`src/hw/rtl/ocbc_pkg.sv`:
```
// shared types and constants of the overcurrent monitor with blink code
package ocbc_pkg;

   localparam int unsigned NUM_CUR = 7;             // current channels 4..10
   localparam logic [4:0]  CH_IGN = 5'd7;           // ignition
   localparam logic [4:0]  CH_VOLT = 5'd8;          // first slow channel
   localparam logic [3:0]  SEQ_SLOT_LAST = 4'd14;   // slow slot of a group
   localparam logic [3:0]  SEQ_GROUP_LAST = 4'd8;   // nine groups
   localparam logic [2:0]  FIRST_COUNT_CH = 3'd3;   // channels 3..6 count
   localparam logic [6:0]  CPA_RESET = 7'd50;
   localparam logic [7:0]  PAUSE_START = 8'd250;
   localparam logic [7:0]  PAUSE_SET = 8'd251;
   localparam logic [7:0]  PAUSE_END = 8'd255;
   localparam logic [3:0]  FIRST_SHOWN = 4'd4;

   localparam logic [3:0] TRIP_MULT [NUM_CUR] = '{4'd7, 4'd5, 4'd5, 4'd8, 4'd8, 4'd8, 4'd8};
   localparam logic [3:0] COUNT_MULT [NUM_CUR] = '{4'd0, 4'd0, 4'd0, 4'd3, 4'd3, 4'd2, 4'd2};

   // indicator status handed from the blink unit to the top level
   typedef struct packed {
      logic       led_on;
      logic [3:0] shown_channel;
   } blink_status_type;

   // one result word
   typedef struct packed {
      logic [4:0]  converted_channel;
      logic [4:0]  next_channel;
      logic [9:0]  sample_value;
      logic [15:0] current_word;
      logic        trip_event;
      logic [6:0]  tripped_mask;
      logic        led_on;
      logic [3:0]  shown_channel;
   } rsp_word_type;

endpackage

```
`src/hw/rtl/ocbc_blink.sv`:
```
// blink code generator for the tripped current channels
module ocbc_blink
   import ocbc_pkg::*;
(
   input  logic             clock,
   input  logic             reset,
   input  logic             tick,
   input  logic [6:0]       trip_flags,
   output blink_status_type status_in
);

   logic       led_ff, led_in;
   logic [3:0] chan_ff, chan_in;
   logic [7:0] phase_ff, phase_in;

   // lowest tripped channel
   function automatic logic [3:0] first_tripped(input logic [6:0] flags);
      logic [3:0] ch;
      ch = '0;
      for (int i = NUM_CUR - 1; i >= 0; i--) begin
         if (flags[i]) begin
            ch = FIRST_SHOWN + 4'(i);
         end
      end
      return ch;
   endfunction

   // next tripped channel after cur, cyclically, cur itself last
   function automatic logic [3:0] next_tripped(input logic [3:0] cur,
                                               input logic [6:0] flags);
      logic [3:0] ch;
      logic [3:0] j;
      logic [2:0] idx;
      ch = '0;
      idx = 3'(cur - FIRST_SHOWN);
      for (int k = NUM_CUR; k >= 1; k--) begin
         j = 4'(idx) + 4'(k);
         if (j >= 4'(NUM_CUR)) begin
            j = j - 4'(NUM_CUR);
         end
         if (flags[j[2:0]]) begin
            ch = FIRST_SHOWN + j;
         end
      end
      return ch;
   endfunction

   always_comb begin
      logic [3:0] ch;
      logic [7:0] ph;
      logic       paused;
      ch = '0;
      ph = '0;
      paused = 1'b0;
      led_in = led_ff;
      chan_in = chan_ff;
      phase_in = phase_ff;
      if (tick) begin
         if (trip_flags == '0) begin
            led_in = 1'b1;
            chan_in = '0;
            phase_in = '0;
         end else if (led_ff) begin
            led_in = 1'b0;
         end else begin
            ch = (chan_ff == '0) ? first_tripped(trip_flags) : chan_ff;
            ph = phase_ff;
            chan_in = ch;
            if (ph > PAUSE_START) begin
               ph = ph + 8'd1;
               if (ph < PAUSE_END) begin
                  paused = 1'b1;
                  phase_in = ph;
               end else begin
                  ph = '0;
               end
            end
            if (!paused) begin
               led_in = 1'b1;
               if ({1'b0, ph} + 9'd1 < {5'd0, ch}) begin
                  phase_in = ph + 8'd1;
               end else begin
                  phase_in = PAUSE_SET;
                  if (ch >= FIRST_SHOWN && ch <= FIRST_SHOWN + 4'(NUM_CUR - 1)) begin
                     chan_in = next_tripped(ch, trip_flags);
                  end
               end
            end
         end
      end
   end

   always_ff @(posedge clock) begin
      if (reset) begin
         led_ff <= 1'b1;
         chan_ff <= '0;
         phase_ff <= '0;
      end else begin
         led_ff <= led_in;
         chan_ff <= chan_in;
         phase_ff <= phase_in;
      end
   end

   assign status_in.led_on = led_in;
   assign status_in.shown_channel = chan_in;

endmodule

```
`src/hw/rtl/overcurrent_monitor_blink_code_top.sv`:
```
// top level of the overcurrent monitor with blink code indicator
//
//  channel | ports                          | direction | handshake
//  --------+--------------------------------+-----------+-----------------------
//  req     | req_op, req_adc_result         | in        | req_valid / req_stall
//  rsp     | rsp_converted_channel .. shown | out       | rsp_valid / rsp_stall
//  csr     | csr_wr_data (counts_per_amp)   | in        | csr_wr_en, no wait
//
// one word accepted per cycle unless req_stall is high; its result is registered in the output or skid register
// the word memory is read ahead for the channel in conversion, so the one read port
// and one write port of the memory serve each word
// reset: synchronous, active high; sequence at its start, words and trip flags clear,
// led lit, counts_per_amp 50
// a stalled result moves into a skid register; req_stall rises only when both hold
module overcurrent_monitor_blink_code_top
   import ocbc_pkg::*;
(
   input  logic        clock,
   input  logic        reset,
   // request channel
   input  logic        req_valid,
   output logic        req_stall,
   input  logic        req_op,
   input  logic [9:0]  req_adc_result,
   // response channel
   output logic        rsp_valid,
   input  logic        rsp_stall,
   output logic [4:0]  rsp_converted_channel,
   output logic [4:0]  rsp_next_channel,
   output logic [9:0]  rsp_sample_value,
   output logic [15:0] rsp_current_word,
   output logic        rsp_trip_event,
   output logic [6:0]  rsp_tripped_mask,
   output logic        rsp_led_on,
   output logic [3:0]  rsp_shown_channel,
   // configuration
   input  logic        csr_wr_en,
   input  logic [6:0]  csr_wr_data
);

   // control and sequence state
   logic [6:0]  cpa_ff;
   logic [4:0]  conv_ff, conv_in;
   logic [3:0]  slot_ff, slot_in;
   logic [3:0]  group_ff, group_in;
   logic [6:0]  trip_ff, trip_in;

   // word memory with valid bits, read ahead into a register
   logic [15:0] word_mem [NUM_CUR];
   logic [NUM_CUR-1:0] word_valid_ff;
   logic [15:0] rd_q_ff;
   logic        rd_valid_ff;
   logic        fwd_ff;
   logic [15:0] fwd_data_ff;
   logic [2:0]  rd_addr;

   // output register and skid stage
   rsp_word_type rsp_ff, skid_ff, rsp_new;
   logic         rsp_valid_ff, skid_valid_ff;

   logic        accept, conv_acc, tick;
   logic        is_cur, count_ch, over_trip, over_cnt, wr_en, trip_hit;
   logic [2:0]  cur_sel;
   logic [4:0]  next_ch;
   logic [15:0] stored, word_new;
   logic [10:0] trip_lim, cnt_lim;
   logic [5:0]  cnt_new;
   logic        out_ready;
   blink_status_type blink_status;

   assign accept = req_valid && !req_stall;
   assign conv_acc = accept && !req_op;
   assign tick = accept && req_op;

   // sequence: seven current channels each followed by ignition, then one slow channel
   always_comb begin
      if (slot_ff == SEQ_SLOT_LAST) begin
         next_ch = CH_VOLT + {1'b0, group_ff};
      end else if (slot_ff[0]) begin
         next_ch = CH_IGN;
      end else begin
         next_ch = {2'b00, slot_ff[3:1]};
      end
   end

   always_comb begin
      slot_in = slot_ff;
      group_in = group_ff;
      conv_in = conv_ff;
      if (conv_acc) begin
         conv_in = next_ch;
         if (slot_ff == SEQ_SLOT_LAST) begin
            slot_in = '0;
            group_in = (group_ff == SEQ_GROUP_LAST) ? 4'd0 : group_ff + 4'd1;
         end else begin
            slot_in = slot_ff + 4'd1;
         end
      end
   end

   // sample handling for the channel in conversion
   assign is_cur = conv_ff < 5'(NUM_CUR);
   assign cur_sel = is_cur ? conv_ff[2:0] : 3'd0;
   assign count_ch = cur_sel >= FIRST_COUNT_CH;

   // entries never written read as zero; same-entry write forwarded
   assign stored = fwd_ff ? fwd_data_ff : (rd_valid_ff ? rd_q_ff : 16'd0);

   assign trip_lim = 11'(TRIP_MULT[cur_sel]) * 11'(cpa_ff);
   assign cnt_lim = 11'(COUNT_MULT[cur_sel]) * 11'(cpa_ff);
   assign over_trip = {1'b0, req_adc_result} > trip_lim;
   assign over_cnt = {1'b0, req_adc_result} > cnt_lim;

   // trip keeps the count, else count up (wrapping) or clear
   always_comb begin
      if (over_trip) begin
         cnt_new = stored[15:10];
      end else if (over_cnt) begin
         cnt_new = stored[15:10] + 6'd1;
      end else begin
         cnt_new = '0;
      end
      word_new = count_ch ? {cnt_new, req_adc_result} : {6'd0, req_adc_result};
   end

   assign wr_en = conv_acc && is_cur;
   assign trip_hit = wr_en && over_trip;
   assign trip_in = trip_ff | (trip_hit ? (7'd1 << cur_sel) : 7'd0);

   // prefetch address follows the next channel in conversion
   assign rd_addr = (conv_in < 5'(NUM_CUR)) ? conv_in[2:0] : 3'd0;

   always_ff @(posedge clock) begin
      if (wr_en) begin
         word_mem[cur_sel] <= word_new;
      end
      rd_q_ff <= word_mem[rd_addr];
      fwd_data_ff <= word_new;
   end

   always_ff @(posedge clock) begin
      if (reset) begin
         word_valid_ff <= '0;
         rd_valid_ff <= 1'b0;
         fwd_ff <= 1'b0;
      end else begin
         if (wr_en) begin
            word_valid_ff[cur_sel] <= 1'b1;
         end
         rd_valid_ff <= word_valid_ff[rd_addr];
         fwd_ff <= wr_en && (cur_sel == rd_addr);
      end
   end

   always_ff @(posedge clock) begin
      if (reset) begin
         cpa_ff <= CPA_RESET;
         conv_ff <= '0;
         slot_ff <= '0;
         group_ff <= '0;
         trip_ff <= '0;
      end else begin
         if (csr_wr_en) begin
            cpa_ff <= csr_wr_data;
         end
         conv_ff <= conv_in;
         slot_ff <= slot_in;
         group_ff <= group_in;
         trip_ff <= trip_in;
      end
   end

   ocbc_blink u_blink (
      .clock      (clock),
      .reset      (reset),
      .tick       (tick),
      .trip_flags (trip_ff),
      .status_in  (blink_status)
   );

   // result word; a tick echoes the channel in conversion, with zero sample and word
   always_comb begin
      rsp_new.converted_channel = conv_ff;
      rsp_new.next_channel = conv_in;
      rsp_new.sample_value = req_op ? 10'd0 : req_adc_result;
      rsp_new.current_word = wr_en ? word_new : 16'd0;
      rsp_new.trip_event = trip_hit;
      rsp_new.tripped_mask = trip_in;
      rsp_new.led_on = blink_status.led_on;
      rsp_new.shown_channel = blink_status.shown_channel;
   end

   // output register with skid stage
   assign out_ready = !rsp_valid_ff || !rsp_stall;
   assign req_stall = skid_valid_ff;

   always_ff @(posedge clock) begin
      if (reset) begin
         rsp_valid_ff <= 1'b0;
         skid_valid_ff <= 1'b0;
      end else if (out_ready) begin
         rsp_valid_ff <= skid_valid_ff || accept;
         skid_valid_ff <= 1'b0;
      end else if (accept) begin
         skid_valid_ff <= 1'b1;
      end
   end

   always_ff @(posedge clock) begin
      if (out_ready) begin
         rsp_ff <= skid_valid_ff ? skid_ff : rsp_new;
      end else if (accept) begin
         skid_ff <= rsp_new;
      end
   end

   assign rsp_valid = rsp_valid_ff;
   assign rsp_converted_channel = rsp_ff.converted_channel;
   assign rsp_next_channel = rsp_ff.next_channel;
   assign rsp_sample_value = rsp_ff.sample_value;
   assign rsp_current_word = rsp_ff.current_word;
   assign rsp_trip_event = rsp_ff.trip_event;
   assign rsp_tripped_mask = rsp_ff.tripped_mask;
   assign rsp_led_on = rsp_ff.led_on;
   assign rsp_shown_channel = rsp_ff.shown_channel;

endmodule

```
`config.mk`:
```
export PLATFORM = sky130hd
export DESIGN_NAME = overcurrent_monitor_blink_code_top
export DESIGN_NICKNAME = d
export VERILOG_FILES = /design/src/hw/rtl/ocbc_pkg.sv /design/src/hw/rtl/ocbc_blink.sv /design/src/hw/rtl/overcurrent_monitor_blink_code_top.sv
export SDC_FILE = /design/constraint.sdc
export NUM_CORES = 1
export LEC_CHECK = 0
export BUFFER_PORTS_ARGS = -buffer_cell sky130_fd_sc_hd__buf_4
export CAP_MARGIN = 25
export CORE_MARGIN = 2
export CORE_UTILIZATION = 46
export CTS_CLUSTER_SIZE = 8
export DETAILED_ROUTE_END_ITERATION = 7
export GPL_TIMING_DRIVEN = 0
export PLACE_DENSITY = 0.74
export SLEW_MARGIN = 0
export SYNTH_ARGS = -nofsm -noshare
export SYNTH_HDL_FRONTEND = slang
export SYNTH_SLANG_ARGS = --single-unit
```
`constraint.sdc`:
```
create_clock -name clock -period 7.4 [get_ports clock]
set_clock_uncertainty 0.2 [all_clocks]
set_input_delay 1.11 -clock clock [delete_from_list [all_inputs] [get_ports clock]]
set_output_delay 1.11 -clock clock [all_outputs]
set_load 0.005 [all_outputs]
```
# After elaboration in Yosys (flattened, before gate mapping)
# Memory sizes are Yosys's and may differ from the RTL's. A register that Yosys moved wholly into a read port is not among the register bits.
# Cells that the tools add are included.
[word_totals]
memories = 3
ram_bits = 112
out_inout_bits = 51
romBits = 64
ff_bits = 165
in_bits = 23
[classes]
reduce_logical = 20
n_mux = 133
n_mul = 2
order_cmp = 28
eq_ne = 6
shifts = 1
n_addsub = 29
bitwise_logic = 4
[mem_list]
columns = ["memory", "words", "width", "read_ports", "rd_ports_with_merged_regs", "write_ports", "line", "source"]
rows = [
  ["word_mem", 7, 16, 1, 1, 1, "overcurrent_monitor_blink_code_top.sv:49", "logic [15:0] word_mem [NUM_CUR];"],
  ["(no name shown)", 8, 4, 1, 0, 0, "overcurrent_monitor_blink_code_top.sv:110", "assign cnt_lim = 11'(COUNT_MULT[cur_sel]) * 11'(cpa_ff);"],
  ["(no name shown)", 8, 4, 1, 0, 0, "overcurrent_monitor_blink_code_top.sv:109", "assign trip_lim = 11'(TRIP_MULT[cur_sel]) * 11'(cpa_ff);"],
]
[ops]
columns = ["cell", "n"]
rows = [
  ["$mux 4", 79],
  ["$mux 8", 11],
  ["$mux 16", 4],
  ["$mux 49", 1],
  ["$lt 3x4->1 const B", 9],
  ["$ge 4x3->1 const B", 8],
  ["$add 3x4->4 const A", 7],
  ["$sub 4x3->4 const B", 7],
  ["$bmux 1 s3", 8],
  ["$gt 10x11->1", 2],
  ["$mul 4x7->11", 2],
  ["$mux 1", 20],
  ["$add 3x3->4 const B", 4],
  ["$add 8x1->8 const B", 2],
  ["$or 7x7->7", 2],
  ["$mux 6", 2],
  ["$lt 5x3->1 const B", 2],
  ["$mux 10", 1],
  ["$mux 5", 2],
  ["$add 8x1->9 const B", 1],
  ["$lt 9x4->1", 1],
  ["$mux 3", 3],
  ["$add 3x2->4 const B", 2],
  ["$add 4x1->4 const B", 2],
  ["27 further kinds", 41],
]

# Longest topological paths before layout
[depth]
depth_word = 37
mapped_depth = 26

# Modules after synthesis
# Synthesis repeated with hierarchy kept, for this count alone.
[unflattened]
hier_cells = 1309
hier_area_um2 = 12936.2
[by_module_without_submodules]
columns = ["module", "area_each_um2", "n_inst", "cells_per_inst"]
rows = [
  ["overcurrent_monitor_blink_code_top", 9253.9, 1, 779],
  ["ocbc_blink", 3682.3, 1, 530],
]

# Worst setup path before layout
# OpenSTA, ideal clock, no wires.
[synth_timing]
kind = "register to register"
from = "reg conv_ff[0]"
to = "mem word_mem[0][12] (data pin)"
arrival_ps = 5678
required_time_ps = 6996
path_buffers = 3
stages_incl_launch_ff = 25
path_slack_ps = 1318
cell_sequence = "dfxtp_1 clkbuf_1 nand2_1 and3_1 nor2_1 clkbuf_1 nor2b_1 fa_1 inv_1 fa_1 inv_1 fa_1 a21o_1 a21oi_1 o21bai_1 a21oi_1 xnor2_1 ha_1 o21a_1 o21ai_0 a221o_1 or2_2 a21o_1 clkbuf_1 nor2_1"
[synth_between]
elab_chain_len = 11
word_cells_on_any_way = 17
[synth_rtl]
columns = ["item", "line", "source"]
rows = [
  ["from (decl)", "overcurrent_monitor_blink_code_top.sv:43", "logic [4:0] conv_ff, conv_in;"],
  ["from (signal assigned)", "overcurrent_monitor_blink_code_top.sv:166", "conv_ff <= conv_in;"],
  ["$lt 5x3->1", "overcurrent_monitor_blink_code_top.sv:102", "assign is_cur = conv_ff < 5'(NUM_CUR);"],
  ["$mux 3 (*)", "overcurrent_monitor_blink_code_top.sv:103", "assign cur_sel = is_cur ? conv_ff[2:0] : 3'd0;"],
  ["$not 3->4 (not written as such)", "overcurrent_monitor_blink_code_top.sv:109, overcurrent_monitor_blink_code_top.sv:110", ""],
  ["$mem_v2 8x4", "-", ""],
  ["$mux 4 (not written as such) (2 in series)", "overcurrent_monitor_blink_code_top.sv:110", ""],
  ["$mul 4x7->11", "overcurrent_monitor_blink_code_top.sv:110", ""],
  ["$gt 10x11->1", "overcurrent_monitor_blink_code_top.sv:112", "assign over_cnt = {1'b0, req_adc_result} > cnt_lim;"],
  ["$mux 6", "overcurrent_monitor_blink_code_top.sv:118", "end else if (over_cnt) begin"],
  ["$mux 6", "overcurrent_monitor_blink_code_top.sv:116", "if (over_trip) begin"],
  ["$mux 16 (*)", "overcurrent_monitor_blink_code_top.sv:123", "word_new = count_ch ? {cnt_new, req_adc_result} : {6'd0, req_adc_result};"],
  ["net word_new[12]", "overcurrent_monitor_blink_code_top.sv:65", "logic [15:0] stored, word_new;"],
  ["to (decl)", "overcurrent_monitor_blink_code_top.sv:49", ""],
]
# The timed path passes the listed nets; every way through them passes the cells marked *. The select of a mux whose other input is x is not followed.

# Worst setup path in the final report
[layout_timing]
from = "reg conv_ff[2]"
to = "reg rsp_ff (netlist bit rsp_current_word[11]) (data pin)"
[layout_between]
elab_chain_len = 13
word_cells_on_any_way = 20
[layout_rtl]
columns = ["item", "line", "source"]
rows = [
  ["$lt 5x3->1", "overcurrent_monitor_blink_code_top.sv:102", ""],
  ["$mux 3", "overcurrent_monitor_blink_code_top.sv:103", ""],
  ["$not 3->4 (not written as such)", "overcurrent_monitor_blink_code_top.sv:109, overcurrent_monitor_blink_code_top.sv:110", ""],
  ["$mem_v2 8x4", "-", ""],
  ["$mux 4 (not written as such) (2 in series)", "overcurrent_monitor_blink_code_top.sv:110", ""],
  ["$mul 4x7->11", "overcurrent_monitor_blink_code_top.sv:110", ""],
  ["$gt 10x11->1", "overcurrent_monitor_blink_code_top.sv:112", ""],
  ["$mux 6", "overcurrent_monitor_blink_code_top.sv:118", ""],
  ["$mux 6", "overcurrent_monitor_blink_code_top.sv:116", ""],
  ["$mux 16", "overcurrent_monitor_blink_code_top.sv:123", ""],
  ["$mux 16 (*)", "overcurrent_monitor_blink_code_top.sv:186", "rsp_new.current_word = wr_en ? word_new : 16'd0;"],
  ["$mux 49 (*)", "overcurrent_monitor_blink_code_top.sv:211", "rsp_ff <= skid_valid_ff ? skid_ff : rsp_new;"],
  ["to (signal assigned)", "overcurrent_monitor_blink_code_top.sv:211", ""],
  ["to (decl)", "overcurrent_monitor_blink_code_top.sv:58", "rsp_word_type rsp_ff, skid_ff, rsp_new;"],
]
# Mark *: on every way between the ends. The rest lies on a longest branch, timed or not. The select of a mux whose other input is x is not followed.
# A chain may end at the register's enable or synchronous reset.

==> impl_results.md <==
- Period utilization: 94.8%
- Most frequent cells in the layout: edfxtp_1, nand2_1, clkbuf_1, buf_4, nor2_1
- Initial antenna violation count: 0
- Routability cong.: about 0.95
- Post-place setup slack: -0.273 ns
- Rel. slew slack: about two fifths
- CTS sink cnt: about 200
- Syn Inst Count: 1,217
- Tot GR Track Use: 24.0%
- WHS Endpoint: word_valid_ff[3]
- Seq cells post-synth: 203
- Setup ws final: just under 0.4 ns
- Most used cell along the critical path: a21oi_1
- Slew Viols, Final: 0
- Num rows: between 50 and 60
- Avg Vias per Cell: between 6 and 7
- First DRT Iteration DRCs: 809
- Area Overhead vs Synth: 15.3%
- First-pass GRT wire length: approximately 54 mm
- Post-synthesis sequential area ratio: around 45%
- Hold WS: ~0.27 ns
- CP Class: flip-flop to flip-flop
- Status: completed
- Latest clock arrival within the worst-skew pair: roughly 0.52 ns
- Hold Path Cell Cnt: 2
- CTS clk-pin slew, worst paths: around 0.050 ns
- MaxCap Viol Count: 0
- Port Buffer Count: 71
- Number of flops mapped to enable cells by yosys: 140
- Yosys warning count: 0
- Area of the mapped netlist: 12,300 µm²
- Asr flop ratio synth: 0%
- Tmin final: ~7.0 ns
- Post-DP HPWL: approximately 26 mm
- Final hold vios: 0
- Dpl cells: ~1,600
- Number of global-route vias before repair: around 10,000
- Chip height: ~170 µm
- Commonest non-fill, non-tap cell in the layout: edfxtp_1
- Count of cell types in the netlist: 85
- GRT Residual Overflow: 0
- DRT antenna net count: 0
- HP Start: word_valid_ff[3]
- Final cell count without fillers: roughly 1,700
- Fin nets: roughly 1,400
- Initial core utilization: between 40% and 50%
- Top cell type's share of synthesized area: about a third
- Drt first pass iters: 6
- Critical path cell sequence: clkbuf_1 -> a311oi_1 -> o31a_1 -> nor2b_1 -> fa_1 -> inv_1 -> fa_1 -> inv_1 -> ha_1 -> a21o_1 -> a21oi_1 -> o21bai_1 -> a21oi_1 -> o21bai_1 -> a21oi_1 -> xor2_1 -> ha_1 -> nand4_1 -> nor3_1 -> a221o_1 -> or2_2 -> a21o_1 -> clkbuf_1 -> o31ai_1
- CTS max path bufs: 3
- Final Setup Violations: 0
- Overall power: 3270 µW
- Flop2flop setup slack: 0.39 ns
- Share of layout cells above drive strength 1: 13.4%
- Max Clk Rate: 143 MHz
- Die ar.: roughly 28,000 µm²
- Die Width: roughly 170 µm
- Top cells by area, synth: edfxtp_1, dfxtp_1, ha_1
- DR DRC count: 0
- Cell Pwr Density: 231 nW/µm²
- Area leader, netlist: edfxtp_1
- Hold WC Path Type: flip-flop to flip-flop
- VDD IR max: around 0.00017 V
- Synthesized area per cell: 10.1 µm²
- Cts bufs inserted: 29
- Drt wl/cell: 20.6 µm
- Crit path arrival time: between 7 and 8 ns
- ANT cells: 0
- CTS tree: yes
- Routed WL: roughly 35 mm
- IO Pins: 74
- Primary FF master, synth: edfxtp_1
- Worst-path fanout max: 10
- CP Capture Type: flip-flop
- CP max-delay cell: a311oi_1
- Worst flop-to-flop path endpoint: rsp_current_word[11]
- Fillers: around 2,300
- Syn nets: roughly 1,300
- Total number of vias: a little over 10,000
- RSZ-0062 raised after global routing: no
- Worst r2r path cells: 24
- Root Driver: clkbuf_16
- Htree depth: 1
- Core ar.: 26,100 µm²
- Nature of the critical path startpoint: flip-flop
- Largest net degree at the start of global routing: 35
- Worst Path Required: between 7 and 8 ns
- Worst r2r src: conv_ff[2]
- LEAKAGE: approximately 0.0057 µW
- Worst slew pin tran: between 0.8 and 0.9 ns
- CP peak stage delay: 0.71 ns
[how the worst max path moves through the flow]
stage | startpoint | to | slack, ns | cells past startpoint
after floorplan | conv_ff[0] | word_mem[0][12] | 1.32 | 24
after global placement | conv_ff[1] | word_mem[0][13] | -0.14 | 25
after detailed placement | conv_ff[1] | word_mem[5][14] | -0.27 | 26
after CTS | conv_ff[0] | word_mem[2][13] | 0.02 | 25
after global routing | conv_ff[2] | rsp_current_word[11] | 0.09 | 24
final | conv_ff[2] | rsp_current_word[11] | 0.39 | 24
[registers in the layout, summed over array words and instances (netlist names), 4 cells and up]
| name | count |
|---|---|
| rsp_tripped_mask | 7 |
| u_blink.chan_ff | 4 |
| rsp_next_channel | 5 |
| u_blink.phase_ff | 8 |
| word_valid_ff | 7 |
| rsp_converted_channel | 5 |
| rsp_sample_value | 10 |
| fwd_data_ff | 6 |
| rsp_shown_channel | 4 |
| cpa_ff | 7 |
| rsp_current_word | 16 |
| conv_ff | 5 |
| slot_ff | 4 |
| word_mem | 42 |
| rd_q_ff | 6 |
| skid_ff | 49 |
| trip_ff | 7 |
| group_ff | 4 |
[report_power, final]
part           total [µW]  switching [µW]  internal, µW
logic                 792             475           316
clock network        1180             451           728
registers            1290            24.3          1270
total                3270             951          2310
[timing repair]
action                     4_1_cts  5_1_grt
hold endpoints to repair         0        0
setup buffers                    0        0
setup endpoints to repair       70       64
hold buffers                     0        0
pin swaps                        0        0
gates resized for setup          1       12
[kinds of logic (layout without fill, tap and decap cells)]
logic type      count (synthesis)  in the layout  share of synthesized area [%]
flops                         203            203                           44.6
compound gates                329            329                           19.3
xor+xnor                       32             32                           2.29
mux                            51             51                           4.48
simple gates                  384            384                           16.1
buf+inv                       138            265                           4.39
fa+ha+maj                      80             80                           8.90
[Yosys cell counts (8+ instances only)]
master / number
ha_1: 68
nor2b_1: 51
nor2_1: 75
o311ai_0: 8
a31oi_1: 12
edfxtp_1: 140
xor2_1: 10
nand3_1: 31
a21oi_1: 51
mux2i_1: 23
and2_1: 17
xnor2_1: 22
or3_1: 8
fa_1: 12
nand2b_1: 11
a211oi_1: 14
o21bai_1: 9
a21o_1: 29
o31ai_1: 11
o211ai_1: 16
o22ai_1: 9
o22a_1: 9
mux2_2: 26
o21ai_0: 54
nand2_1: 97
a211o_1: 8
o21a_1: 13
a22oi_1: 10
clkbuf_1: 55
dfxtp_1: 63
inv_1: 68
nor3_1: 34
and3_1: 17
[final cells by class]
class	instances	area, µm²	share of cell area [%]
multi-input combinational	876	6310	44.6
sequential	203	5470	38.7
clock buffer	52	812	5.74
tap	335	419	2.97
inverter	70	263	1.86
timing repair buffer	75	586	4.14
buffer	67	274	1.94
clock inverter	1	7.51	0.0531
[metrics by stage]
stage / area, µm² / setup TNS [ns] / util (%)
after floorplan: 12300 / 0 / -
after global placement: 13200 / -3.80 / 50.6
after detailed placement: 13300 / -10.85 / 50.8
after CTS: 14100 / 0 / 53.9
after global routing: 14100 / 0 / 54.1
final: 14100 / 0 / 54.1
[layer usage]
metal	global-route usage [%]	wire length, µm
met5	0	0
met4	10.1	1300
met3	3.12	2290
met2	41.7	16800
met1	30.2	14200
[critical path, delay by kind of cell, from the launching register on]
| kind | cells | cell delay [ns] |
|---|---|---|
| buffers and inverters | 4 | 0.61 |
| and+or+nand+nor | 4 | 0.67 |
| DFF | 1 | 0.34 |
| adders and majority gates | 4 | 1.59 |
| xor gates and xnor gates | 1 | 0.25 |
| AOI/OAI and AO/OA | 11 | 3.15 |
No activity file was read; power rests on OpenSTA's default activity.
